## config.mk

```make
export PLATFORM = sky130hd
export DESIGN_NAME = kmrd_merge
export DESIGN_NICKNAME = d
export VERILOG_FILES = /design/src/key_matrix_row_debouncer_defines.svh /design/src/kmrd_pkg.sv /design/src/kmrd_merge.sv
export SDC_FILE = /design/constraint.sdc
export NUM_CORES = 1
export LEC_CHECK = 0
export BUFFER_PORTS_ARGS = -buffer_cell sky130_fd_sc_hd__buf_2
export CELL_PAD_IN_SITES_DETAIL_PLACEMENT = 1
export CELL_PAD_IN_SITES_GLOBAL_PLACEMENT = 1
export CORE_AREA = 2 2 410 412
export DETAILED_ROUTE_END_ITERATION = 6
export DIE_AREA = 0 0 412 414
export GPL_ROUTABILITY_DRIVEN = 0
export PLACE_DENSITY_LB_ADDON = 0.1
export SETUP_SLACK_MARGIN = 0.5
export SLEW_MARGIN = 10
export SYNTH_ARGS = -nofsm -noshare
export SYNTH_HDL_FRONTEND = slang
export SYNTH_SLANG_ARGS = --single-unit
```

## constraint.sdc

```tcl
create_clock -name vclk -period 0.89
set_input_delay 0.178 -clock vclk [all_inputs]
set_output_delay 0.178 -clock vclk [all_outputs]
set_load 0.05 [all_outputs]
```

## src/key_matrix_row_debouncer_defines.svh

```systemverilog
// Assertion macros for the key matrix row debouncer.
// Expects clk and rst_n in the scope of every use.
`ifndef KEY_MATRIX_ROW_DEBOUNCER_DEFINES_SVH
`define KEY_MATRIX_ROW_DEBOUNCER_DEFINES_SVH

// Same-cycle implication, checked outside reset.
`define KMRD_ASSERT_NOW(lbl, ante, cons, msg) \
    lbl: assert property (@(posedge clk) disable iff (!rst_n) (ante) |-> (cons)) \
        else $error(msg);

// Next-cycle implication, checked outside reset.
`define KMRD_ASSERT_NEXT(lbl, ante, cons, msg) \
    lbl: assert property (@(posedge clk) disable iff (!rst_n) (ante) |=> (cons)) \
        else $error(msg);

`endif

```

## src/kmrd_pkg.sv

```systemverilog
// Shared constants, types and mask functions of the key matrix row debouncer.
// No dependencies.
`default_nettype none

package kmrd_pkg;

    localparam int MAX_ROWS    = 32;
    localparam int MAX_COLUMNS = 32;

    localparam int ROW_W     = $clog2(MAX_ROWS);
    localparam int ROWCNT_W  = $clog2(MAX_ROWS + 1);
    localparam int HIST_W    = 8;
    localparam int SHIFT_W   = 4;
    localparam int TIME_W    = 16;
    localparam int LEN_W     = 4;
    localparam int COUNT_W   = 6;
    localparam int FIELD_ROW_W  = 5;
    localparam int FIELD_KEYS_W = 32;
    localparam int IN_DATA_W  = 48;
    localparam int OUT_DATA_W = 80;

    typedef enum logic [1:0] {
        CFG_DEBOUNCE_LENGTH = 2'd0,
        CFG_ROWS_IN_USE     = 2'd1,
        CFG_COLUMNS_IN_USE  = 2'd2
    } cfg_index_t;

    typedef struct packed {
        logic               sampled;
        logic [SHIFT_W-1:0] shifts;
        logic [HIST_W-1:0]  lmask;
    } lane_ctrl_t;

    typedef struct packed {
        logic [HIST_W-1:0] history;
        logic              key;
        logic              bounce;
    } lane_res_t;

    typedef struct packed {
        logic [MAX_COLUMNS-1:0][HIST_W-1:0] history;
        logic [MAX_COLUMNS-1:0]             keys;
        logic [TIME_W-1:0]                  stamp;
    } row_word_t;

    function automatic logic [HIST_W-1:0] len_mask(input logic [LEN_W-1:0] n);
        int                eff;
        logic [HIST_W-1:0] m;
        eff = int'(n);
        if (eff < 1) eff = 1;
        if (eff > HIST_W) eff = HIST_W;
        for (int i = 0; i < HIST_W; i++)
        begin
            m[i] = (i < eff);
        end
        return m;
    endfunction

    function automatic logic [MAX_COLUMNS-1:0] col_mask(input logic [COUNT_W-1:0] n);
        int                     eff;
        logic [MAX_COLUMNS-1:0] m;
        eff = int'(n);
        if (eff < 1) eff = 1;
        if (eff > MAX_COLUMNS) eff = MAX_COLUMNS;
        for (int i = 0; i < MAX_COLUMNS; i++)
        begin
            m[i] = (i < eff);
        end
        return m;
    endfunction

    function automatic logic [ROWCNT_W-1:0] eff_rows(input logic [COUNT_W-1:0] n);
        int eff;
        eff = int'(n);
        if (eff < 1) eff = 1;
        if (eff > MAX_ROWS) eff = MAX_ROWS;
        return ROWCNT_W'(eff);
    endfunction

endpackage

`default_nettype wire

```

## src/kmrd_merge.sv

```systemverilog
// Merge stage: gathers lane results into the row word and the result vectors.
// Depends on kmrd_pkg.
`default_nettype none

module kmrd_merge
(
    input  wire kmrd_pkg::lane_res_t [kmrd_pkg::MAX_COLUMNS-1:0] lanes,
    input  wire logic [kmrd_pkg::MAX_COLUMNS-1:0]                cmask,
    input  wire logic                                            sampled,
    input  wire kmrd_pkg::row_word_t                             old_word,
    input  wire logic [kmrd_pkg::TIME_W-1:0]                     now_ms,
    output kmrd_pkg::row_word_t                                  new_word,
    output logic [kmrd_pkg::MAX_COLUMNS-1:0]                     row_keys,
    output logic [kmrd_pkg::MAX_COLUMNS-1:0]                     bounce_columns
);

    logic [kmrd_pkg::MAX_COLUMNS-1:0] lane_keys;
    logic [kmrd_pkg::MAX_COLUMNS-1:0] lane_bounce;

    always_comb
    begin
        for (int c = 0; c < kmrd_pkg::MAX_COLUMNS; c++)
        begin
            new_word.history[c] = lanes[c].history;
            lane_keys[c]        = lanes[c].key;
            lane_bounce[c]      = lanes[c].bounce;
        end
        new_word.keys  = sampled ? (lane_keys & cmask) : old_word.keys;
        new_word.stamp = sampled ? now_ms : old_word.stamp;
    end

    assign row_keys       = new_word.keys & cmask;
    assign bounce_columns = sampled ? (lane_bounce & cmask) : '0;

endmodule

`default_nettype wire

```

# Word-level counts from Yosys, hierarchy flattened
# Index checks and enable logic that the tools add are counted.
[totals] word_cells=6 register_bits=0 output_inout_bits=368 inputBits=673
[op_classes] bitwise_logic=3 mux=3
[op_table] operator="32-bit bitwise AND" n=3
[op_table] operator="32-bit 2-to-1 mux" n=2
[op_table] operator="16-bit 2-to-1 mux" n=1

# Logic depth before layout (Yosys ltp)
# Gate-level depths: netlist of run 1.
[depth] depth_word=3 mapped_depth=5 mapped_depth_nobuf=2

# Worst setup path after synthesis of run 1
# No wires, ideal clock.
[synth_path] kind="input to output" start="input port sampled" end="output port row_keys[10] (netlist bit)" path_buffers=2 arrival_time_ns=1.322 path_stages=4 t_required_ns=0.712 setup_slack_ns=-0.610 cell_sequence="buf_6 buf_4 nand2b_1 a21boi_1"
[synth_between] elab_chain_cells=2
[synth_lines] element="from (decl)" line_no="kmrd_merge.sv:9" rtl="input wire logic sampled,"
[synth_lines] element="32-bit 2-to-1 mux" line_no="kmrd_merge.sv:28" rtl="new_word.keys = sampled ? (lane_keys & cmask) : old_word.keys;"
[synth_lines] element="32-bit bitwise AND" line_no="kmrd_merge.sv:32" rtl="assign row_keys = new_word.keys & cmask;"
[synth_lines] element="to (decl)" line_no="kmrd_merge.sv:13" rtl="output logic [kmrd_pkg::MAX_COLUMNS-1:0] row_keys,"
# No other way between the ends.

# Worst setup path after layout of run 1
[layout_path] start="input port sampled" end="output port row_keys[20] (netlist bit)"
# The elaborated chain is that of the path after synthesis.

==> impl_results.md, run 1 <==
* Main combinational cell family by area after synthesis: buffers and inverters
* Fin crit share at 144%
* Worst path arrival time at 1100 ps
* Post-synthesis simple-gate area fraction at 23.9%
* Final WL at 28500 um
* Xor/xnor share of the synthesized area at 0%
* Max-Cap Viols at 0
* Overall Global Routing Usage at 3.12%
* CP Data Required Time at 710 ps
* Failing checks: negative setup slack
* RSZ-0062 raised after global routing: yes
* Synthesized Nets at 1153
* # IOs at 1041
* Area contributors post-synth: buf_4, a21boi_1, mux2_4
* Lkg Pwr at 3.24 nW
* IO buf count at 273
* FF/Latch Area at 0 um2
* Nets at 1234
* Final Hold Vio Count at 0
* Internal power at 2.21 mW
* Setup CP Type: in2out
* Grt ovf at 0
* Post-synth top area cell: buf_4
* Initial core utilization at 2.02%
* # setup viols final at 112
* Register share of total power at 0%
* Final-layout clock buffer total at 0
* Initial DRC count at 30
* NetSw at 2.49 mW
* DRC viols at 0
* Commonest non-fill, non-tap cell in the layout: buf_2
* Vias at 3503
* Vias in the first global route at 4061
* Placed cells at 2709
* Worst Slack Setup Final at -393 ps
* Total power at 4.70 mW
* Post-synthesis mux area share at 7.16%
* Yosys top cell area share at 58.0%
* Die height at 414 um
* Combinational share of power at 100.0%
* Status: finished, violations left
* Core area at 166000 um2
* Post-DP HPWL at 22100 um
* Clock share of power at 0%
* Crit path capture type: output pin
* Yosys cell types at 9
* Area delta synth->final at 172%
* DIE AREA at 171000 um2
* Core Rows at 150
* Avg WL per Cell at 10.3 um
* Commonest cells after routing, fill and taps aside: buf_2, buf_8, buf_6
* Min Tclk post-route at 1280 ps
* Hold WC Path Type: in2out
* Seq cells at 0
* Startpoint types: primary input
* Die W at 412 um
* Sequential area share after synthesis at 0%
* Synthesized instance count at 480
* Adder-Cell Fraction of Synth Area at 0%
* Layout cells sized above 1 at 96.6%
* Peak VDD IR at 173 uV
* Hold Crit Start: lanes[98]
* Vias/cell at 1.27
* Slew headroom at 84.3%
* Initial antenna violation count at 8
* DRT Pass-1 Iters at 4
* Maximum fanout along the worst path at 4
* Largest net degree at the start of global routing at 10
* Synth Warn # at 0
* Synth Area per Inst at 6.99 um2
* Fin cells at 2764
* Hold Path Depth at 0
* Synth Area in Compound Gates at 7.16%
* Slew @ Worst Pin at 236 ps
* Pwr per Cell Area at 515 nW/um2
* TNS Setup at -31290 ps
* ANT nets after route at 0
* Max-slew violations at 0
* Sw frac at 52.9%
* Min-Delay Endpoint: new_word[126]
* First-pass GRT wire length at 36500 um
* Peak Freq at 0.780 GHz
* Post-Syn Area at 3350 um2
logic make-up after synthesis:
family,Yosys count
buf+inv,272
compound gates,32
simple gates,160
mux,16
metal layers:
| layer | global-route usage, % | routed length, um | vias to the layer above |
|---|---|---|---|
| li1 | - | - | 1457 |
| met1 | 3.03 | 9270 | 1552 |
| met2 | 5.56 | 13900 | 360 |
| met3 | 1.23 | 3470 | 126 |
| met4 | 1.79 | 1860 | 8 |
| met5 | 0 | 55 | - |
how the worst max path moves through the flow:
stage,startpoint,end,slack (ps),cells past startpoint
floorplan,sampled,new_word[34],-260,4
global placement,sampled,row_keys[13],-690,5
detailed placement,sampled,row_keys[13],-700,5
CTS,sampled,row_keys[20],-430,7
global route,sampled,row_keys[2],-440,6
finish,sampled,row_keys[20],-390,7
power by group through the flow:
stage	combinational, mW	sequential (mW)	clock, mW
after global placement	3.57	0	0
after detailed placement	3.55	0	0
after global routing	4.98	0	0
final	4.70	0	0.000000150
after CTS	4.76	0	0
after floorplan	5.82	0	0
cells in the mapped netlist:
| cell type | count |
|---|---|
| mux2_4 | 16 |
| nand2_1 | 64 |
| buf_4 | 259 |
| nand3_1 | 32 |
| a21boi_1 | 32 |
| buf_2 | 3 |
| nand2b_1 | 32 |
| and3_1 | 32 |
| buf_6 | 10 |
cell type report:
type,count,area [um2]
Fill cell,19824,157000
Timing Repair Buffer,351,3820
Tap cell,2204,2760
Multi-Input combinational cell,208,2550
Antenna cell,1,2.50
critical path: stages:
cell	delay, ps
buf_16	130
buf_12	130
buf_12	120
nand2b_4	130
buf_6	110
a21boi_4	140
buf_12	150
stage by stage:
step	util (%)	area, um2	hold slack (ps)	setup WS, ps
after global routing	5.49	9130	356	-435
after floorplan	-	5640	464	-260
final	5.49	9130	356	-393
after global placement	4.22	7020	356	-695
after detailed placement	4.22	7020	356	-701
after CTS	5.37	8930	356	-428
timing repair:
action | 4_1_cts | 5_1_grt
hold buffers | 0 | 0
setup buffers | 38 | 3
setup endpoints to repair | 112 | 112
resized for setup | 327 | 34
cloned | 13 | 0
pin swaps | 30 | 16
(Power assumes the default switching activity.)
==> inputs of run 2 (changes only) <==
Settings changed: BUFFER_PORTS_ARGS -buffer_cell sky130_fd_sc_hd__buf_2 to not set, DONT_BUFFER_PORTS set to 1.
==> run 2 against run 1 <==
  * The flow still finishes with violations (negative setup slack)
  * Global-route usage fell by 0.89 points
  * Via count fell by 32%
  * Cell count fell by 10%
  * Largest cell class is now tap cells
  * Largest power group unchanged
==> impl_results.md, run 2 (synthesized netlist as in run 1, its figures left out) <==
* Post-DP HPWL at 18600 um (-16%)
* Hold WC Path Type: in2out
* Initial core utilization at 2.02% (unchanged)
* Worst Slack Setup Final at -383 ps (+9.44 ps)
* Worst path arrival time at 1100 ps (about the same)
* Die W at 412 um (unchanged)
* Slew headroom at 67.3% (-17 points)
* Hold Crit Start: lanes[98]
* Sw frac at 59.5% (+6.6 points)
* Fin cells at 2484 (-10%)
* # setup viols final at 67 (-40%)
* Max-slew violations at 0 (unchanged)
* Pre-CTS WS at -304 ps (+396 ps)
* Core area at 166000 um2 (unchanged)
* Area delta synth->final at 89.6%
* Startpoint types: primary input
* Max-Cap Viols at 0 (unchanged)
* Commonest non-fill, non-tap cell in the layout: buf_12
* Status: finished, violations left
* Lkg Pwr at 1.58 nW (-51%)
* First-pass GRT wire length at 25700 um (-30%)
* NetSw at 1.76 mW (-29%)
* Peak VDD IR at 204 uV (+18%)
* Vias in the first global route at 2662 (-34%)
* Nets at 951 (-23%)
* DIE AREA at 171000 um2 (unchanged)
* Initial antenna violation count at 4 (-4)
* Min-Delay Endpoint: new_word[126]
* CP Data Required Time at 710 ps (about the same)
* Final Hold Vio Count at 0 (unchanged)
* Placed cells at 2472 (-8.7%)
* Pwr per Cell Area at 467 nW/um2 (-9.4%)
* Failing checks: negative setup slack
* Setup CP Type: in2out
* Internal power at 1.20 mW (-46%)
* Crit path capture type: output pin
* Grt ovf at 0 (unchanged)
* ANT nets after route at 0 (unchanged)
* # IOs at 1041 (unchanged)
* RSZ-0062 raised after global routing: yes
* DRT Pass-1 Iters at 3 (-1)
* Core Util, Final at 3.82% (-1.7 points)
* Min Tclk post-route at 1270 ps (-9.44 ps)
* Final WL at 21100 um (-26%)
* IO buf count at 0 (-100%)
* FF/Latch Area at 0 um2 (unchanged)
* Seq cells at 0 (unchanged)
* Core Rows at 150 (unchanged)
* Vias at 2388 (-32%)
* Overall Global Routing Usage at 2.22% (-0.89 points)
* Peak Freq at 0.785 GHz (+0.74%)
* Largest net degree at the start of global routing at 145 (+135)
* Vias/cell at 0.961 (-24%)
* Hold Path Depth at 0 (unchanged)
* Layout cells sized above 1 at 81.9% (-15 points)
* Die height at 414 um (unchanged)
* Avg WL per Cell at 8.49 um (-18%)
* DRC viols at 0 (unchanged)
* Fin crit share at 143% (-1.1 points)
* Maximum fanout along the worst path at 145 (+141)
* Clock share of power at 0% (unchanged)
* WHS at 356 ps (unchanged)
* Combinational share of power at 100.0% (about the same)
* Register share of total power at 0% (unchanged)
* Final-layout clock buffer total at 0 (unchanged)
* Cts hold-fix bufs at 0 (unchanged)
* Slew @ Worst Pin at 491 ps (+255 ps)
* Total power at 2.97 mW (-37%)
* Initial DRC count at 36 (+20%)
* Commonest cells after routing, fill and taps aside: buf_12, nand2_1, and3_4, a21boi_4
-- run 2: cell types whose count changed in the layout (fill, tap and decap cells not counted), sizes merged --
| cell | previous run | this run |
|---|---|---|
| buf | 351 | 68 |
| diode | 1 | 4 |
-- run 2: layer usage --
metal	up-vias	GRT usage [%]	routed length, um	share of wire, %
li1	880	-	-	-
met1	1036	1.61	5180	25
met2	350	4.03	10300	49
met3	122	1.15	3300	16
met4	0	2.20	2330	11
met5	-	0	0	0
-- run 2: critical path, stage by stage --
cell and delay, ps:
nand2b_4 290, a21boi_4 240, buf_12 170
-- run 2: worst max-delay path by stage --
stage / slack [ps] / from / end / depth (start not counted)
5_1_grt: -280 / sampled / row_keys[6] / 3
3_3_place_gp: -290 / sampled / row_keys[6] / 3
6_report: -380 / sampled / row_keys[6] / 3
4_1_cts: -280 / sampled / row_keys[6] / 3
3_5_place_dp: -300 / sampled / row_keys[6] / 3
2_1_floorplan: -260 / sampled / new_word[34] / 4
-- run 2: what timing repair did --
action,4_1_cts,5_1_grt
endpoints found under the setup margin,112,112
setup buffers,3,5
resized for setup,46,11
pin swaps,46,25
-- run 2: final cells by class --
cell class / count / area, um2
antenna: 4 / 10.0
fill: 19888 / 160000
multi-input combinational: 208 / 2400
tap: 2204 / 2760
timing repair buffer: 68 / 1190
-- run 2: through the flow --
step                      area, um2  setup TNS [ps]
final                          6360          -11020
after global routing           6350           -7310
after CTS                      6270           -6360
after detailed placement       6000           -7090
after global placement         6000           -6750
after floorplan                5640          -16190
-- run 2: power groups by stage --
stage / Clock [mW] / Combinational, mW / Sequential [mW]
after CTS: 0 / 2.99 / 0
final: 0.000000633 / 2.97 / 0
after floorplan: 0 / 5.82 / 0
after detailed placement: 0 / 2.84 / 0
after global routing: 0 / 3.08 / 0
after global placement: 0 / 2.87 / 0
==> inputs of run 3 (changes only) <==
Settings changed: CELL_PAD_IN_SITES_DETAIL_PLACEMENT 1 to not set, CELL_PAD_IN_SITES_GLOBAL_PLACEMENT 1 to not set, CORE_AREA 2 2 410 412 to 2 2 400 402, DIE_AREA 0 0 412 414 to 0 0 402 404, PLACE_DENSITY set to 0.3, PLACE_DENSITY_LB_ADDON 0.1 to not set.
==> run 3 against run 2 <==
  * The flow still finishes with violations (negative setup slack)
  * Non-clock buffer count unchanged
  * Cell area shrank 3.6%
  * First-iteration DRC count is 72% higher
  * Sequential share of layout area did not move
  * Flip-flop and latch count unchanged
  * Combinational power barely moved
  * Critical path type unchanged
  * Critical endpoint is now row_keys[30]
  * Largest cell class unchanged
==> impl_results.md, run 3 (synthesized netlist as in run 1, its figures left out) <==
* Status: finished, violations left
* Failing checks: negative setup slack
* Peak Freq at 0.682 GHz (-13%)
* Crit path capture type: output pin
* IO buf count at 0 (unchanged)
* Grt ovf at 0 (unchanged)
* Critical path cell sequence: nand2b_4 -> a21boi_4 -> buf_12
* Slew headroom at 68.8% (+1.6 points)
* Die W at 402 um (-2.4%)
* Hold WC Path Type: in2out
* Worst path arrival time at 1290 ps (+190 ps)
* Cts hold-fix bufs at 0 (unchanged)
* Final Hold Vio Count at 0 (unchanged)
* Peak VDD IR at 213 uV (+4.4%)
* Slowest stage delay, CP at 370 ps (+80 ps)
* Final-layout clock buffer total at 0 (unchanged)
* Hold Path Depth at 0 (unchanged)
* Initial core utilization at 2.12% (+0.11 points)
* Fin crit share at 165% (+22 points)
* DIE AREA at 162000 um2 (-4.8%)
* Initial DRC count at 62 (+72%)
* Max-Cap Viols at 0 (unchanged)
* Largest delay share family, worst path: compound AO/OA/AOI/OAI gates
* DRC viols at 0 (unchanged)
* Vias at 2373 (-0.63%)
* Setup CP Type: in2out
* Area delta synth->final at 82.8%
* Vias in the first global route at 2585 (-2.9%)
* CP Data Required Time at 710 ps (about the same)
* Final WL at 18300 um (-13%)
* Core area at 158000 um2 (-5.1%)
* Layout cells sized above 1 at 75.0% (-6.9 points)
* Core Rows at 146 (-2.7%)
* First-pass GRT wire length at 22500 um (-12%)
* Core Util, Final at 3.88% (+0.060 points)
* Pwr per Cell Area at 482 nW/um2 (+3.3%)
* Avg WL per Cell at 7.79 um (-8.3%)
* Total power at 2.95 mW (-0.44%)
* Worst Slack Setup Final at -576 ps (-193 ps)
* FF/Latch Area at 0 um2 (unchanged)
* Slowest CP cell: a21boi_4
* CP startpoint: sampled
* Vias/cell at 1.01 (+5.1%)
* RSZ-0062 raised after global routing: yes
* Slew @ Worst Pin at 467 ps (-23.8 ps)
* Die height at 404 um (-2.4%)
* Commonest non-fill, non-tap cell in the layout: buf_12
* Largest net degree at the start of global routing at 145 (unchanged)
* CP bufs+invs at 1 (unchanged)
* Startpoint types: primary input
* Hold Crit Start: lanes[68]
* Seq cells at 0 (unchanged)
* Critical path depth at 3 (unchanged)
* ANT nets after route at 0 (unchanged)
* # setup viols final at 66 (-1.5%)
* DRT Pass-1 Iters at 3 (unchanged)
* Maximum fanout along the worst path at 145 (unchanged)
* Overall Global Routing Usage at 2.01% (-0.21 points)
* Lkg Pwr at 1.58 nW (about the same)
* # IOs at 1041 (unchanged)
* Nets at 951 (unchanged)
* Initial antenna violation count at 1 (-3)
* Commonest cells after routing, fill and taps aside: buf_12, nand2_1, and3_4, a21boi_4, nand2b_4
* Min Tclk post-route at 1470 ps (+193 ps)
* Pre-CTS WS at -554 ps (-250 ps)
* Max-slew violations at 0 (unchanged)
* Post-DP HPWL at 16200 um (-13%)
[run 3: cell types whose count changed in the layout (fill, tap and decap cells not counted)]
cell | previous run | this run
nand2_2 | 12 | 0
nand2_1 | 33 | 44
nand2b_2 | 9 | 0
nand2b_1 | 4 | 12
diode_2 | 4 | 1
buf_12 | 49 | 47
buf_6 | 17 | 19
nand2_4 | 0 | 1
nand2b_4 | 19 | 20
[run 3: routing by layer]
layer,track usage [%],vias to the layer above,routed length (um)
met3,0.826,128,2360
met1,1.66,981,5230
met4,1.76,0,1760
li1,-,878,-
met2,3.69,386,8930
met5,0,-,0
[run 3: repair_timing]
| item | CTS | global route |
|---|---|---|
| pin swaps | 45 | 23 |
| gates resized for setup | 30 | 11 |
| setup buffers | 1 | 11 |
| setup endpoints to repair | 112 | 112 |
[run 3: worst paths after layout]
check                        to  slack, ps
setup / recovery   row_keys[30]       -580
hold / removal    new_word[102]        360
[run 3: cell type report]
type / instances / area (um2)
well taps: 2072 / 2590
multi-input cells: 208 / 2360
diodes: 1 / 2.50
repair buffers: 68 / 1170
fillers: 18752 / 152000
[run 3: where the power goes]
group	switching [mW]	internal [mW]
Clock	0	0.000000134
Combinational	1.77	1.18
Sequential	0	0
[run 3: per-stage QoR]
stage	area [um2]	hold WS [ps]	TNS [ps]	std cells
final	6130	356	-12820	2349
after global routing	6130	356	-7950	2348
after CTS	6000	356	-6740	2337
after detailed placement	5780	356	-6990	2336
after global placement	5780	356	-7200	2336
after floorplan	5640	464	-16190	480
