==> config.mk <==
export PLATFORM = sky130hd
export DESIGN_NAME = kmrd_lane
export DESIGN_NICKNAME = d
export VERILOG_FILES = /design/src/key_matrix_row_debouncer_defines.svh /design/src/kmrd_pkg.sv /design/src/kmrd_lane.sv
export SDC_FILE = /design/constraint.sdc
export NUM_CORES = 1
export LEC_CHECK = 0
export ABC_CLOCK_PERIOD_IN_PS = 4800
export BUFFER_PORTS_ARGS = -buffer_cell sky130_fd_sc_hd__buf_2
export CAP_MARGIN = 20
export CORE_MARGIN = 2
export CORE_UTILIZATION = 40
export DETAILED_ROUTE_END_ITERATION = 8
export PLACE_DENSITY = 0.66
export REMOVE_ABC_BUFFERS = 1
export SYNTH_ARGS = -nofsm -noshare
export SYNTH_HDL_FRONTEND = slang
export SYNTH_SLANG_ARGS = --single-unit
==> constraint.sdc <==
create_clock -name vclk -period 4.8
set_clock_uncertainty 0.2 [all_clocks]
set_input_delay 0.48 -clock vclk [all_inputs]
set_output_delay 0.48 -clock vclk [all_outputs]
set_load 0.02 [all_outputs]
==> src/key_matrix_row_debouncer_defines.svh <==
// Assertion macros for the key matrix row debouncer.
// Expects clk and rst_n in the scope of every use.
`ifndef KEY_MATRIX_ROW_DEBOUNCER_DEFINES_SVH
`define KEY_MATRIX_ROW_DEBOUNCER_DEFINES_SVH

// Same-cycle implication, checked outside reset.
`define KMRD_ASSERT_NOW(lbl, ante, cons, msg) \
    lbl: assert property (@(posedge clk) disable iff (!rst_n) (ante) |-> (cons)) \
        else $error(msg);

// Next-cycle implication, checked outside reset.
`define KMRD_ASSERT_NEXT(lbl, ante, cons, msg) \
    lbl: assert property (@(posedge clk) disable iff (!rst_n) (ante) |=> (cons)) \
        else $error(msg);

`endif

==> src/kmrd_pkg.sv <==
// Shared constants, types and mask functions of the key matrix row debouncer.
// No dependencies.
`default_nettype none

package kmrd_pkg;

    localparam int MAX_ROWS    = 32;
    localparam int MAX_COLUMNS = 32;

    localparam int ROW_W     = $clog2(MAX_ROWS);
    localparam int ROWCNT_W  = $clog2(MAX_ROWS + 1);
    localparam int HIST_W    = 8;
    localparam int SHIFT_W   = 4;
    localparam int TIME_W    = 16;
    localparam int LEN_W     = 4;
    localparam int COUNT_W   = 6;
    localparam int FIELD_ROW_W  = 5;
    localparam int FIELD_KEYS_W = 32;
    localparam int IN_DATA_W  = 48;
    localparam int OUT_DATA_W = 80;

    typedef enum logic [1:0] {
        CFG_DEBOUNCE_LENGTH = 2'd0,
        CFG_ROWS_IN_USE     = 2'd1,
        CFG_COLUMNS_IN_USE  = 2'd2
    } cfg_index_t;

    typedef struct packed {
        logic               sampled;
        logic [SHIFT_W-1:0] shifts;
        logic [HIST_W-1:0]  lmask;
    } lane_ctrl_t;

    typedef struct packed {
        logic [HIST_W-1:0] history;
        logic              key;
        logic              bounce;
    } lane_res_t;

    typedef struct packed {
        logic [MAX_COLUMNS-1:0][HIST_W-1:0] history;
        logic [MAX_COLUMNS-1:0]             keys;
        logic [TIME_W-1:0]                  stamp;
    } row_word_t;

    function automatic logic [HIST_W-1:0] len_mask(input logic [LEN_W-1:0] n);
        int                eff;
        logic [HIST_W-1:0] m;
        eff = int'(n);
        if (eff < 1) eff = 1;
        if (eff > HIST_W) eff = HIST_W;
        for (int i = 0; i < HIST_W; i++)
        begin
            m[i] = (i < eff);
        end
        return m;
    endfunction

    function automatic logic [MAX_COLUMNS-1:0] col_mask(input logic [COUNT_W-1:0] n);
        int                     eff;
        logic [MAX_COLUMNS-1:0] m;
        eff = int'(n);
        if (eff < 1) eff = 1;
        if (eff > MAX_COLUMNS) eff = MAX_COLUMNS;
        for (int i = 0; i < MAX_COLUMNS; i++)
        begin
            m[i] = (i < eff);
        end
        return m;
    endfunction

    function automatic logic [ROWCNT_W-1:0] eff_rows(input logic [COUNT_W-1:0] n);
        int eff;
        eff = int'(n);
        if (eff < 1) eff = 1;
        if (eff > MAX_ROWS) eff = MAX_ROWS;
        return ROWCNT_W'(eff);
    endfunction

endpackage

`default_nettype wire

==> src/kmrd_lane.sv <==
// One column lane: shifts the key history and classifies its newest samples.
// Depends on kmrd_pkg.
`default_nettype none

module kmrd_lane
(
    input  wire kmrd_pkg::lane_ctrl_t             ctrl,
    input  wire logic                             active,
    input  wire logic                             sample_bit,
    input  wire logic [kmrd_pkg::HIST_W-1:0]      hist_in,
    input  wire logic                             key_in,
    output kmrd_pkg::lane_res_t                   res
);

    logic [2*kmrd_pkg::HIST_W-1:0] shifted;
    logic [kmrd_pkg::HIST_W:0]     fill;
    logic [kmrd_pkg::HIST_W-1:0]   new_hist;
    logic [kmrd_pkg::HIST_W:0]     low;
    logic [kmrd_pkg::HIST_W:0]     low_bit;
    logic                          pressed;
    logic                          released;
    logic                          holding;

    assign shifted  = {{kmrd_pkg::HIST_W{1'b0}}, hist_in} << ctrl.shifts;
    assign fill     = sample_bit ? ((9'd1 << ctrl.shifts) - 9'd1) : '0;
    assign new_hist = shifted[kmrd_pkg::HIST_W-1:0] | fill[kmrd_pkg::HIST_W-1:0];
    assign low      = {1'b0, new_hist & ctrl.lmask};
    assign low_bit  = low & (~low + 9'd1);
    assign pressed  = (low != '0) && (((low + 9'd1) & low) == '0);
    assign released = (low == '0);
    assign holding  = !low[0] && ((low + low_bit) == ({1'b0, ctrl.lmask} + 9'd1));

    always_comb
    begin
        res.history = hist_in;
        res.key     = key_in;
        res.bounce  = 1'b0;
        if (ctrl.sampled && active)
        begin
            res.history = new_hist;
            if (pressed)
            begin
                res.key = 1'b1;
            end
            else if (released)
            begin
                res.key = 1'b0;
            end
            else if (!holding)
            begin
                res.bounce = 1'b1;
            end
        end
    end

endmodule

`default_nettype wire

**Word-level counts from Yosys, hierarchy flattened**

Index checks and enable logic that the tools add are counted.

- Input bits: 24
- Latch bits: 0
- Register bits: 0
- Output and inout port bits: 10
- RAM bits: 0
- Memories kept: 0
- Bits in read-only memories: 0

- Multipliers: 0
- Divide/modulo/power cells: 0
- Reduce and logical (&&, ||, !) cells: 7
- Eq/ne operators: 1
- Multiplexer cells: 7
- Shift operators: 2
- Bitwise gates (word level): 5
- $lt $le $gt $ge: 0
- Add/sub/neg operators: 5

Operators by type and width:

| cell | number |
|---|---|
| adder 8 x 1 -> 9 bit, second input constant | 2 |
| logical NOT 9 bit | 2 |
| 2-to-1 mux 10 bit | 1 |
| adder 8 x 9 -> 9 bit | 1 |
| adder 9 x 1 -> 9 bit, second input constant | 1 |
| AND 8 x 9 -> 9 bit | 1 |
| AND 9 x 8 -> 9 bit | 1 |
| equality test 9 bit | 1 |
| NOT 8 -> 9 bit | 1 |
| nonzero test 9 bit | 1 |
| AND 8 bit | 1 |
| 2-to-1 mux 8 bit | 1 |
| OR 8 bit | 1 |
| left shift 1 x 4 -> 8 bit, first input constant | 1 |
| left shift 8 x 4 -> 8 bit | 1 |
| subtractor 8 x 1 -> 8 bit, second input constant | 1 |
| 2-to-1 mux 1 bit | 5 |
| logical AND 1 bit | 3 |
| logical NOT 1 bit | 1 |

**Logic depth before layout (Yosys ltp)**

Gate-level depths: netlist of the first run.

- Depth after elaboration: 15
- Gate-level depth with buffers: 14
- Depth with buffers taken out: 13

**Worst setup path before layout of the first run**

Ideal clock, no wire load.

- Path type: input to output
- Start point: input ctrl[11] (netlist name)
- End point: output res[0] (netlist name)
- Stages: 14
- Setup slack: 0.708 ns
- Arrival time: 3.412 ns
- Required time: 4.120 ns
- Path buffers: 1
- Cells stage by stage: buf_2 > or2_2 > nor2_1 > nand2_1 > ha_1 > nand2b_1 > mux2i_1 > o211ai_1 > a211oi_2 > nor2_1 > or4b_4 > o21ai_2 > xnor2_1 > a31oi_1

RTL lines:

| element | line | RTL |
|---|---|---|
| from (decl) | kmrd_lane.sv:7 | `input wire kmrd_pkg::lane_ctrl_t ctrl,` |
| to (decl) | kmrd_lane.sv:12 | `output kmrd_pkg::lane_res_t res` |

==> impl_metrics.toml, run 1 <==
[global_route]
grt_pass1_wl_um = 5780
grt_pass1_vias = 1264
antenna_found_initial = 0
grt_max_degree = 19
grt_usage = 0.203
grt-ovfl-total = 0

[routing]
viasPerCell = 6.21
ant_nets = 0
post-route-drc-count = 0
via_count = 1446
totalWireLength_um = 3480
first_pass_iters = 4
initialDrtViolationCount = 68
wire_per_inst_um = 14.9

[timing]
setup_viol = 0
tns_ns = 0
grt_setup_unrepaired = "no"
final-max-slew-violation-count = 0
post-route-period-util = 0.906
fin_crit_ns = 4.35
max_freq_mhz = 230
hold_viol = 0
slew-limit-headroom = 0.638
worst_pin_slew_ns = 0.528

[cts]
hold_buffers = 0
ctsResizeCount = 0
post_cts_buffers = 0

[power_and_ir_drop]
netSwitchingPower_uw = 89.9
irDropWorstVdd_mv = 0.0437
switching_share = 0.590
combPwrFrac = 1.000
leakage_uw = 0.000573
intPower_uw = 62.6
power_frac_clock = 0
p_seq_frac = 0
p_per_area_nw_per_um2 = 108
p_total_uw = 153

[yosys]
yosys-top-cells-area = "mux2i_1, nand2_1, o21ai_0"
synth_top_family_by_area = "simple AND/OR/NAND/NOR gates"
synth.area.mux_share = 0.175
synth_compound_area_frac = 0.328
syn_inst = 172
synth_top_area_share = 0.0738
ys_warn_count = 0
syn_avg_cell_area_um2 = 7.09
syn_area_um2 = 1220
synth_xor_area_frac = 0.0503
synth_fa_ha_area_frac = 0.0205
seq_area_frac_synth = 0
yosysUniqueCellTypes = 58
yosysTopAreaCell = "mux2i_1"
synth-simple-area-share = 0.358

[setup_path]
worstPathCellList = "buf_2, or2_2, nor2_1, nand2_1, ha_1, nand2b_1, mux2i_1, o211ai_1, a211oi_2, o21ai_0, a211o_1, and3_1, nor4_1, a31oi_1, buf_2"
cpPeakStageDelay_ns = 0.40
cp.arrival_ns = 3.67
cp_top_family = "compound AO/OA/AOI/OAI gates"
cp.required_ns = 4.12
cp_slowest_cell = "mux2i_1"
worstPathMaxFanout = 7
critPathBufInv = 2
critPathKind = "input pin to output port"
cp-start-kind = "input pin"
end_kind = "output port"
crit_top_cell = "buf_2"
crit_path_start = "ctrl[10]"

[cells_and_area]
register_area_um2 = 0
multiInputGateArea_um2 = 1140
nClkBuffers = 0
drive_above_1_share = 0.280
fillers = 308
diodes = 0
nets = 228
design.seq.count = 0
area_growth_pct = 15.5

[placement]
numPortBuffers = 34
hpwlAfterDp_um = 2750
gp_congestion = 0.849

[die]
die-area_um2 = 3510
start_util = 0.410
coreArea_um2 = 2980
ios = 34
die_height_um = 59.2
chipWidth_um = 59.2
rows = 20

[outcome]
status = "finished clean"

[worst_hold_path]
min_from = "hist_in[7]"
worstHoldPathType = "input pin to output port"

[job]
cap_violations = 0
[synth_stat cells, types with 4 or more instances]
cell,instances
o211ai_1,7
mux2i_1,9
clkbuf_1,5
inv_1,8
nand3_1,7
nor3_1,5
nand2b_1,4
xnor2_1,6
o21ai_0,12
nand2_1,20
nor2_1,15
a21oi_1,5
[routing by layer]
metal	wire, um	global-route usage	share of wire	vias up
li1	-	-	-	723
met1	1710	0.303	0.49	660
met2	1550	0.331	0.44	61
met3	195	0.00873	0.056	2
met4	25	0.0227	0.0072	0
met5	0	0	0	-
[cells by family (layout without fill, tap and decap cells)]
family	Yosys count	in the layout
mux	15	15
simple gates	76	76
xor+xnor	7	7
compound gates	54	54
buf+inv	18	46
fa+ha+maj	2	2
[tightest hold or removal path, stage by stage]
cell,delay [ns]
buf_2,0.09
nand2_1,0.04
o31ai_1,0.05
buf_2,0.15
[final timing paths]
path | endpoint | slack, ns | depth (start not counted)
worst max-delay path | res[0] | 0.45 | 15
worst min-delay path | res[9] | 1.09 | 4
[power groups by stage]
stage,registers (uW),clock network (uW),logic [uW]
3_5_place_dp,0,0,150
2_1_floorplan,0,0,98.8
3_3_place_gp,0,0,150
5_1_grt,0,0,168
6_report,0,0,153
4_1_cts,0,0,151
[through the flow]
stage,setup slack [ns],instances,utilization,cell area (um2),hold WS (ns)
finish,0.452,233,0.473,1410,1.09
global route,0.181,233,0.473,1410,1.11
CTS,0.492,233,0.473,1410,1.10
global placement,0.552,233,0.473,1410,1.10
detailed placement,0.520,233,0.473,1410,1.10
floorplan,0.858,162,-,1170,0.895
[cell type report]
| type | instances | area share |
|---|---|---|
| multi-input combinational | 154 | 0.807 |
| inverter | 8 | 0.0213 |
| timing repair buffer | 38 | 0.142 |
| tap | 33 | 0.0293 |
[cell usage in the layout, fill, tap and decap left out, drive strengths merged, types with 2 or more instances in the layout]
| cell | Yosys | routed |
|---|---|---|
| a31oi | 3 | 3 |
| nand2b | 4 | 4 |
| nor3 | 6 | 6 |
| a211oi | 3 | 3 |
| ha | 2 | 2 |
| mux2i | 9 | 9 |
| nor2b | 3 | 3 |
| or2 | 4 | 4 |
| o211ai | 7 | 7 |
| or4b | 2 | 2 |
| nand2 | 21 | 21 |
| inv | 8 | 8 |
| a211o | 2 | 2 |
| nand3 | 7 | 7 |
| o2bb2ai | 2 | 2 |
| xnor2 | 6 | 6 |
| buf | 5 | 38 |
| o21ai | 13 | 13 |
| nor4 | 3 | 3 |
| o22ai | 3 | 3 |
| nor2 | 15 | 15 |
| o21a | 2 | 2 |
| o31ai | 3 | 3 |
| a21oi | 5 | 5 |
| mux4 | 4 | 4 |
| nand4 | 3 | 3 |
| mux2 | 2 | 2 |
Power figures use the tool's default switching activity.
==> inputs of run 2 (changes only) <==
--- a/config.mk
+++ b/config.mk
@@ -5,10 +5,10 @@
 export SDC_FILE = /design/constraint.sdc
 export NUM_CORES = 1
 export LEC_CHECK = 0
-export ABC_CLOCK_PERIOD_IN_PS = 4800
+export ABC_CLOCK_PERIOD_IN_PS = 4600
 export BUFFER_PORTS_ARGS = -buffer_cell sky130_fd_sc_hd__buf_2
 export CAP_MARGIN = 20
-export CORE_MARGIN = 2
+export CORE_MARGIN = 8
 export CORE_UTILIZATION = 40
 export DETAILED_ROUTE_END_ITERATION = 8
 export PLACE_DENSITY = 0.66
==> constraint.sdc (replaced) <==
create_clock -name vclk -period 4.6
set_clock_uncertainty 0.2 [all_clocks]
set_input_delay 0.46 -clock vclk [all_inputs]
set_output_delay 0.46 -clock vclk [all_outputs]
set_load 0.02 [all_outputs]
==> run 2 against run 1 <==
Effect of this change: global-route usage fell by 6.2 points; worst hold slack got worse by 0.037 ns; setup slack got worse by 0.12 ns; combinational power up 5%; via count is 0.21% lower; largest cell class unchanged; die area grew 45%; largest power group unchanged; clock-buffer cell count is the same; non-clock buffer count rose by 1; first-iteration DRC count increased to 3.1 times the previous value; wire length rose by 3.2%; total power increased by 4.8%; cell area is 0.53% higher.
==> impl_metrics.toml, run 2 (synthesis results as in run 1) <==
[die]
rows = 20
die_height_um = 71.2
coreArea_um2 = 2980
die-area_um2 = 5070
start_util = 0.410
chipWidth_um = 71.2
ios = 34

[placement]
hpwlAfterDp_um = 2890
gp_congestion = 0.882
numPortBuffers = 34

[setup_path]
end_kind = "output port"
critPathKind = "input pin to output port"
crit_path_start = "ctrl[10]"
cp.arrival_ns = 3.61
cp.required_ns = 3.94
worstPathMaxFanout = 7
cp_slowest_cell = "mux2i_1"
cp_top_family = "simple AND/OR/NAND/NOR gates"
worstPathCellList = "buf_2, or2_2, nor2_1, nand2_1, ha_1, nand2b_1, mux2i_1, o211ai_1, a211oi_2, o21ai_0, a211o_1, and3_1, nor4_1, a31oi_1, buf_2"
critPathBufInv = 2
crit_top_cell = "buf_2"
cpPeakStageDelay_ns = 0.37
cp-start-kind = "input pin"

[routing]
wire_per_inst_um = 15.3
ant_nets = 0
wl_met2_um = 1570
initialDrtViolationCount = 208
wl_met1_um = 1730
viasPerCell = 6.17
highest_layer = "met4"
via_count = 1443
post-route-drc-count = 0
met3WireLength_um = 267
totalWireLength_um = 3590
first_pass_iters = 6

[cts]
hold_buffers = 0
ctsResizeCount = 0
post_cts_buffers = 0

[cells_and_area]
register_area_um2 = 0
nets = 229
drive_above_1_share = 0.284
nClkBuffers = 0
design.seq.count = 0
postLayoutCoreUtil = 0.476
fillers = 319
final_common_cell = "buf_2"
diodes = 0
area_growth_pct = 16.1
layout_common_cells = "buf_2, nand2_1, nor2_1"

[global_route]
grt_pass1_wl_um = 6200
grt_pass1_vias = 1353
grt_max_degree = 19
grt-ovfl-total = 0
antenna_found_initial = 0
grt_usage = 0.141

[power_and_ir_drop]
p_per_area_nw_per_um2 = 113
leakage_uw = 0.000579
irDropWorstVdd_mv = 0.0399

[timing]
post-route-period-util = 0.927
setup_viol = 0
fin_crit_ns = 4.27
final-max-slew-violation-count = 0
max_freq_mhz = 234
worst_pin_slew_ns = 0.491
grt_setup_unrepaired = "no"
slew-limit-headroom = 0.664
hold_viol = 0
tns_ns = 0

[job]
cap_violations = 0

[outcome]
status = "finished clean"

[worst_hold_path]
min_from = "hist_in[7]"
worstHoldPathType = "input pin to output port"
-- run 2: worst paths after layout --
path	slack (ns)	depth (start not counted)	endpoint
setup / recovery	0.33	15	res[0]
hold / removal	1.05	4	res[9]
-- run 2: report_power, final --
group / internal [uW] / switching [uW]
combinational: 66.1 / 93.9
clock: 0 / 0
sequential: 0 / 0
total: 66.1 / 93.9
-- run 2: metrics by stage --
step                instance area [um2]  instances  worst slack, ns  hold WS (ns)  power [uW]
floorplan                          1170        162            0.698         0.855         103
global placement                   1420        234            0.446          1.05         159
detailed placement                 1420        234            0.390          1.06         159
CTS                                1420        234            0.352          1.06         160
global route                       1420        234           0.0183          1.07         177
finish                             1420        234            0.335          1.05         160
-- run 2: per-layer routing --
metal  vias to the layer above  GRT usage
li1                        726          -
met1                       662      0.193
met2                        53      0.232
met3                         2     0.0223
met4                         0     0.0115
met5                         -          0
-- run 2: area by class of cell --
type | count | area, um2 | area share
inverters | 8 | 30.0 | 0.0212
repair buffers | 39 | 208 | 0.147
multi-input cells | 154 | 1140 | 0.803
well taps | 33 | 41.3 | 0.0292
==> inputs of run 3 (changes only) <==
--- a/config.mk
+++ b/config.mk
@@ -11,7 +11,6 @@
 export CORE_MARGIN = 8
 export CORE_UTILIZATION = 40
 export DETAILED_ROUTE_END_ITERATION = 8
-export PLACE_DENSITY = 0.66
 export REMOVE_ABC_BUFFERS = 1
 export SYNTH_ARGS = -nofsm -noshare
 export SYNTH_HDL_FRONTEND = slang
==> run 3 against run 2 <==
Effect of this change: cell area up 0.35%; total power increased by 1.1%; non-clock buffer count fell by 1; combinational power barely moved; first-iteration DRC count fell by 41%; wire length is 4.3% higher; setup slack better by 0.025 ns; critical endpoint unchanged; largest cell class unchanged.
==> impl_metrics.toml, run 3 (synthesis results as in run 1) <==
[worst_hold_path]
min_from = "hist_in[7]"
min_path_cells = 4
worstHoldPathType = "input pin to output port"

[setup_path]
path_depth = 15
critPathBufInv = 2
crit_top_cell = "buf_2"
critPathKind = "input pin to output port"
end_kind = "output port"
worstPathCellList = "buf_2, or2_2, nor2_1, nand2_1, ha_1, nand2b_1, mux2i_4, o211ai_1, a211oi_2, o21ai_0, a211o_1, and3_1, nor4_1, a31oi_1, buf_2"
worstPathMaxFanout = 7
cpPeakStageDelay_ns = 0.35
cp_slowest_cell = "or2_2"
crit_path_start = "ctrl[10]"
cp.arrival_ns = 3.58
cp-start-kind = "input pin"
cp_top_family = "simple AND/OR/NAND/NOR gates"
cp.required_ns = 3.94

[power_and_ir_drop]
switching_share = 0.588
p_seq_frac = 0
irDropWorstVdd_mv = 0.0401
combPwrFrac = 1.000
intPower_uw = 66.6
leakage_uw = 0.000576
power_frac_clock = 0
p_per_area_nw_per_um2 = 114
netSwitchingPower_uw = 95.1

[global_route]
grt_usage = 0.142
grt_pass1_vias = 1369
antenna_found_initial = 0
grt-ovfl-total = 0
grt_pass1_wl_um = 6200
grt_max_degree = 19

[timing]
post-route-period-util = 0.922
final-max-slew-violation-count = 0
grt_setup_unrepaired = "no"
setup_viol = 0
timing.hold.ws_ns = 1.06
tns_ns = 0
fin_crit_ns = 4.24
worst_pin_slew_ns = 0.541
max_freq_mhz = 236
layout_setup_ws_ns = 0.360
slew-limit-headroom = 0.640
hold_viol = 0

[cells_and_area]
fillers = 315
register_area_um2 = 0
drive_above_1_share = 0.285
nClkBuffers = 0
final_common_cell = "buf_2"
design.seq.count = 0
nets = 228
layout_common_cells = "buf_2, nand2_1, nor2_1"
area_growth_pct = 16.5
final_area_um2 = 1420
diodes = 0

[die]
chipWidth_um = 71.2
coreArea_um2 = 2980
start_util = 0.410
rows = 20
die-area_um2 = 5070
ios = 34
die_height_um = 71.2

[routing]
first_pass_iters = 4
totalWireLength_um = 3740
ant_nets = 0
wire_per_inst_um = 16.1
via_count = 1435
initialDrtViolationCount = 122
post-route-drc-count = 0
viasPerCell = 6.16

[placement]
numPortBuffers = 34
gp_congestion = 0.867
pre_cts_slack_ns = 0.209
placed_area_um2 = 1410
hpwlAfterDp_um = 3000

[cts]
ctsResizeCount = 0
post_cts_buffers = 0
hold_buffers = 0

[outcome]
status = "finished clean"

[job]
cap_violations = 0
==> run 3: cell count changes in the layout (fill, tap and decap cells not counted) <==
cell / change
a21boi_0: -1
mux2i_1: -1
buf_4: -1
mux2i_4: +1
a21boi_1: +1
==> run 3: layout make-up <==
type / count / area [um2] / share of cell area
timing repair buffer: 38 / 200 / 0.141
inverter: 8 / 30.0 / 0.0211
multi-input combinational: 154 / 1150 / 0.809
tap: 33 / 41.3 / 0.0290
==> run 3: power by group through the flow <==
stage | Clock, uW | Combinational [uW] | Sequential [uW]
floorplan | 0 | 103 | 0
global placement | 0 | 157 | 0
detailed placement | 0 | 158 | 0
CTS | 0 | 160 | 0
global route | 0 | 178 | 0
finish | 0 | 162 | 0
==> run 3: layer usage <==
| metal | GRT usage | routed length (um) | up-vias |
|---|---|---|---|
| li1 | - | - | 723 |
| met1 | 0.189 | 1770 | 666 |
| met2 | 0.246 | 1720 | 46 |
| met3 | 0.0181 | 246 | 0 |
| met4 | 0.00693 | 0 | 0 |
| met5 | 0 | 0 | - |
==> run 3: worst min-delay path: stages <==
cell and delay [ns]:
buf_2 0.08, nand2_1 0.04, o31ai_1 0.05, buf_2 0.16
==> run 3: final timing paths <==
| kind | endpoint | slack, ns |
|---|---|---|
| worst max-delay path | res[0] | 0.36 |
| worst min-delay path | res[9] | 1.06 |
==> run 3: metrics by stage <==
step                cells  utilization  total power (uW)
detailed placement    233        0.473               158
global placement      233        0.473               157
finish                233        0.477               162
CTS                   233        0.473               160
floorplan             162            -               103
global route          233        0.477               178
